File: config.mk
export PLATFORM = sky130hd
export DESIGN_NAME = mpt_front
export DESIGN_NICKNAME = d
export VERILOG_FILES = /design/src/mpt_pkg.sv /design/src/mpt_front.sv
export SDC_FILE = /design/constraint.sdc
export NUM_CORES = 1
export LEC_CHECK = 0
export BUFFER_PORTS_ARGS = -buffer_cell sky130_fd_sc_hd__buf_2
export CAP_MARGIN = 10
export CELL_PAD_IN_SITES_DETAIL_PLACEMENT = 1
export CELL_PAD_IN_SITES_GLOBAL_PLACEMENT = 2
export CORE_UTILIZATION = 42
export CTS_CLUSTER_DIAMETER = 80
export DETAILED_ROUTE_END_ITERATION = 10
export PLACE_DENSITY_LB_ADDON = 0.1
export RECOVER_POWER = 50
export SLEW_MARGIN = 20
export SYNTH_ARGS = -nofsm -noshare
export SYNTH_HDL_FRONTEND = slang
export SYNTH_SLANG_ARGS = --single-unit
File: constraint.sdc
create_clock -name clock -period 7.45 [get_ports clock]
set_clock_uncertainty 0.1 [all_clocks]
set_input_delay 0.3725 -clock clock [delete_from_list [all_inputs] [get_ports clock]]
set_output_delay 0.3725 -clock clock [all_outputs]
set_load 0.05 [all_outputs]
File: src/mpt_pkg.sv
// Package for the station presence table: payload structs, opcodes, queue entry type.
// Used by every module of the block; depends on nothing.
package mpt_pkg;

   localparam int TableEntriesDefault = 128;
   localparam logic [7:0] TtlReset = 8'd60;
   localparam logic [15:0] TicksMax = 16'hFFFF;

   typedef enum logic [1:0] {
      OP_FRAME = 2'd0,
      OP_TICK  = 2'd1,
      OP_READ  = 2'd2,
      OP_NONE  = 2'd3
   } op_type;

   typedef struct packed {
      logic [1:0]        opcode;
      logic [47:0]       station_addr;
      logic [3:0]        radio_channel;
      logic signed [7:0] signal_strength;
      logic [6:0]        entry_index;
   } req_type;

   typedef struct packed {
      logic              was_known;
      logic [6:0]        slot;
      logic              overwrote;
      logic [7:0]        gone_offline;
      logic              read_valid;
      logic [47:0]       read_addr;
      logic [15:0]       read_online_ticks;
      logic              read_offline;
      logic [7:0]        read_ttl;
      logic [3:0]        read_channel;
      logic signed [7:0] read_rssi;
   } rsp_type;

endpackage

File: src/mpt_front.sv
// Front end: accepts commands and pushes them into a two-entry queue.
// Depends on mpt_pkg.
module mpt_front
   import mpt_pkg::*;
(
   input  logic    clock,
   input  logic    reset,
   input  logic    start,
   input  req_type req_data,
   output logic    busy,
   output logic    q_valid,
   output req_type q_data,
   input  logic    q_pop
);

   logic [1:0] count_ff, count_in;
   req_type    ent_ff [2];
   logic       rd_ff, rd_in;
   logic       wr_ptr;
   logic       push;

   // The queue is full at two entries; busy holds the requester off.
   // Every accepted command is queued, the unused opcode included.
   assign busy    = count_ff[1];
   assign push    = start && !busy;
   assign q_valid = count_ff != 2'd0;
   assign q_data  = ent_ff[rd_ff];
   assign wr_ptr  = rd_ff ^ count_ff[0];

   // Occupancy and read pointer follow each push and pop transfer.
   always_comb begin
      count_in = count_ff + {1'b0, push} - {1'b0, q_pop};
      rd_in    = rd_ff ^ q_pop;
   end

   always_ff @(posedge clock) begin
      if (reset) begin
         count_ff <= '0;
         rd_ff    <= 1'b0;
      end else begin
         count_ff <= count_in;
         rd_ff    <= rd_in;
      end
      if (push) begin
         ent_ff[wr_ptr] <= req_data;
      end
   end

endmodule

== Word-level counts from Yosys, hierarchy flattened ==
Memory sizes are Yosys's and may differ from the RTL's. A register that Yosys moved wholly into a read port is not among the register bits.
Index checks and enable logic that the tools add are counted.
Word-level totals
  output and inout bits: 71
  RAM bits: 138
  word-level logic and storage cells: 13
  input bits: 73
  memories kept: 1
  flip-flop bits (word level): 3
Cells by class
  reductions and logical operators: 3
  bitwise gates (word level): 2
  add/subtract/negate cells: 2
  mux-type cells: 3
Memory list
  ent_ff: words 2, width 69, rd ports 1, clocked after memory_dff 1, wr ports 1, RTL line mpt_front.sv:17  | req_type ent_ff [2];
Operators by type and width (number)
  1-bit two-way mux: 3
  2-bit by 1-bit adder with 2-bit output: 1
  2-bit nonzero test: 1
  2-bit by 1-bit subtractor with 2-bit output: 1
  1-bit XOR: 2
  1-bit logical AND: 1
  1-bit zero test: 1

== Depth between registers and ports, before layout ==
  depth after elaboration: 4
  mapped depth: 6
  gate-level depth less buffers: 6

== Worst setup path before layout ==
Ideal clock, no wire load.
  path type: register -> register
  start: register count_ff[1]
  end: memory ent_ff[0][0] in the netlist's numbering (enable)
  path buffers: 0
  arrival time: 3.647 ns
  stages on the path, launching flop included: 3
  setup time: 0.496 ns
  clock period less this slack: 4.243 ns
  setup slack: 3.207 ns
  data required time: 6.854 ns
  cell sequence: dfxtp_1 -> nand2b_1 -> nor2_1
Between the ends
  longest elaborated chain between the ends: 4
Ends and longest elaborated chain
  from (decl): RTL line mpt_front.sv:16  | logic [1:0] count_ff, count_in;
  from (signal assigned): RTL line mpt_front.sv:41  | count_ff <= count_in;
  1-bit zero test: RTL line mpt_front.sv:25  | assign push = start && !busy;
  1-bit logical AND: RTL line mpt_front.sv:25
  1-bit two-way mux: RTL line mpt_front.sv:44  | if (push) begin
  1-bit two-way mux (not written as such): RTL line mpt_front.sv:45  | ent_ff[wr_ptr] <= req_data;
  to (decl): RTL line mpt_front.sv:17
Every way passes these cells.

== Worst setup path in the final report ==
  start: register rd_ff
  end: memory ent_ff[0][18] in the netlist's numbering (enable)
Between the ends
  longest elaborated chain between the ends: 1
Ends and longest elaborated chain
  from (decl): RTL line mpt_front.sv:18  | logic rd_ff, rd_in;
  from (signal assigned): RTL line mpt_front.sv:42  | rd_ff <= rd_in;
  1-bit XOR: RTL line mpt_front.sv:28  | assign wr_ptr = rd_ff ^ count_ff[0];
Every way passes these cells.

==> summary.txt <==
Run status
  – Outcome: finished, violations left
  – Violations in the final reports: capacitance limit, slew limit

Hold path
  – Hold_sp: req_data[36]
  – HP Class: input port to register
  – Hold Crit Depth: 1
  – Hold Path Sink: ent_ff[1][36]$_DFFE_PP_

STA
  – Slew margin rel.: -22.2%
  – Worst Tran Pin Value: around 1.8 ns
  – Crit share post-route: between 50 and 60%
  – Post-route setup TNS: 0 ns
  – Setup violators final: 0
  – Fin. max-slew vios: 54
  – Final worst slack: roughly 3.1 ns
  – Min cycle time layout: 4.32 ns
  – Max Clk Rate: roughly 0.23 GHz
  – RSZ-0062 raised after global routing: false
  – Hold Fails Final Rpt: 0
  – Hold_ws: between 0.04 and 0.05 ns

Clocking
  – Cts hold-fix bufs: 0
  – Post-CTS sizing: 0
  – Clock Path Buffers: 2
  – CTS tree: done
  – Total CTS buffers: 17
  – Clock Sinks: 141
  – Clock Latency Late Sink: between 0.4 and 0.5 ns
  – Root Buffer: clkbuf_16
  – Worst-path clk slew: 0.06 ns
  – H-tree lvl count: 4
  – Setup bufs post-CTS: 0

Cells and area
  – N_diodes: 0
  – Fill cell count: about 1,200
  – Nets: 463
  – Area Growth Syn to Fin: 25.8%
  – Core Util, Final: a little over half
  – Layout cells sized above 1: between 40% and 50%
  – Multi-input logic area: 0.00109 mm2
  – Finished layout cell area: 0.00692 mm2
  – Layout Cells excl Fill: 573
  – FF+latch area: around 0.0042 mm2

Die
  – Initial Util: a little over two fifths
  – FP Rows: 41
  – Die height: approximately 120 um
  – Die W: around 120 um
  – Die area: about 0.014 mm2
  – IO Pins: 144
  – Core area: approximately 0.013 mm2

Synthesis
  – Area contributors post-synth: edfxtp_1 75%, mux2_4 19%, buf_12 2.5%
  – Syn avg cell area: between 20 and 25 um2
  – EDFF count, synth: 138
  – Post-synthesis cell count: between 200 and 250
  – Synth Net Count: between 300 and 400
  – Ys flop type: edfxtp_1
  – Synth cell types: 15
  – Top-count cell post-synth: edfxtp_1
  – Register area share after synthesis: approximately 76%
  – Synth Cell Area: ~0.0055 mm2
  – Top cells by count, synth: 138 x edfxtp_1, 69 x mux2_4, 7 x buf_12, 3 x dfxtp_1, 3 x nor2_1
  – Area leader, netlist: edfxtp_1
  – Synthesized flop and latch total: approximately 140
  – Ys async rst share: 0%
  – Yosys top cell area share: about three quarters
  – Warnings from Yosys: 0

Setup path
  – Max incr delay on CP: ~1.6 ns
  – Reg-to-Reg End: ent_ff[0][18]$_DFFE_PP_
  – FF-to-FF Start: rd_ff$_SDFF_PP0_
  – R2R setup slack: 3.13 ns
  – Worst-path cell with the longest stage delay: dfxtp_1
  – Crit-path cells: xor2_1 -> nor2_1 -> buf_4
  – Startpoint Class: register
  – Critical path launch point: rd_ff$_SDFF_PP0_
  – Critical path data arrival time: around 4.3 ns
  – Buf+Inv Stages, Crit Path: 1
  – Delay-heaviest family, CP: flip-flops
  – WP data required: about 7.4 ns
  – CP endpoint kind: register
  – Register-to-Register Path Depth: 3
  – Critical Path Fanout Max: 51
  – CP Class: register to register

Global route
  – Met2 Use GR: between 20% and 30%
  – Most Crowded Layer GR: met2
  – Initial antenna violation count: 1
  – GRT met1 Usage: ~16%
  – First-pass GRT wire length: 14.3 mm
  – GR Util met3: 5.81%
  – Total track usage: approximately 15%
  – Vias in the first global route: approximately 2,700
  – Pin count of the biggest net entering global routing: 70
  – Global route overflow: 0

Drt
  – Routed vias/inst: 4.57
  – Vias post-DR: about 2,600
  – Wire per inst: between 15 and 20 um
  – Residual DRC: 0
  – Router iterations before antenna repair: 4
  – Final ANT Viol Nets: 0
  – Post-Route WL: ~9.8 mm
  – DR iter-0 viols: approximately 120

Flow run
  – # Max-Cap Violations: 2

Power
  – Pleak: between 2 and 3 nW
  – PD cells: slightly above 400 mW/mm2
  – Power, Total: ~2.8 mW
  – Peak VDD IR: between 0.00015 and 0.0002 V

Place
  – DP Cell Count: between 500 and 600
  – RD Place Congestion: 0.634
  – Area of placed instances: 0.00631 mm2
  – Pre-CTS setup slack: ~4.7 ns
  – Count of input and output buffers: approximately 140
[sequential cells by signal, indices dropped and copies added (netlist names)]
signal and flops:
rd_ff 1, ent_ff 138, count_ff 2
[layout by cell type (no fill, tap or decap), drive strengths merged, types with 2 or more instances in the layout]
master and instances:
edfxtp 138, bufinv 8, mux2 69, dfxtp 3, clkbuf 54, clkinv 6, ha 2, nor2 3
buf 110
[routing by layer]
layer / routed length, um / up-vias / share of wire [%]
li1: - / 1228 / -
met1: 3930 / 1280 / 40
met2: 4970 / 94 / 51
met3: 719 / 15 / 7.3
met4: 172 / 2 / 1.8
met5: 17 / - / 0.17
[power by group]
| part | leakage (nW) | internal (mW) | total [mW] | switching (mW) |
|---|---|---|---|---|
| registers | 1.31 | 1.07 | 1.12 | 0.0481 |
| clock network | 0.347 | 0.691 | 0.994 | 0.303 |
| logic | 1.01 | 0.209 | 0.731 | 0.522 |
[cell type report]
type / instances / area share (%)
clock buffer: 18 / 6.21
inverter: 1 / 0.0543
clock inverter: 14 / 3.91
tap: 172 / 3.11
sequential: 141 / 60.8
timing repair buffer: 146 / 10.2
multi-input combinational: 81 / 15.7
[cells by family (layout without fill, tap and decap cells)]
logic type	after synthesis	count (layout)	share of synthesized area, %
adder cells (fa/ha/maj)	2	2	0.455
flip-flops	141	141	76.5
multiplexers	69	69	18.8
XOR/XNOR	3	3	0.728
buffers and inverters	9	179	2.82
AND/OR/NAND/NOR	7	7	0.683
[worst max path at each step]
stage | slack (ns) | end | cells after the start
floorplan | 3.21 | ent_ff[0][0]$_DFFE_PP_ | 2
global placement | 4.76 | ent_ff[0][51]$_DFFE_PP_ | 3
detailed placement | 4.71 | ent_ff[0][58]$_DFFE_PP_ | 3
CTS | 4.40 | q_data[53] | 3
global route | 2.69 | ent_ff[0][7]$_DFFE_PP_ | 3
finish | 3.13 | ent_ff[0][18]$_DFFE_PP_ | 3
Note: power is estimated with default switching activity, not from simulation.
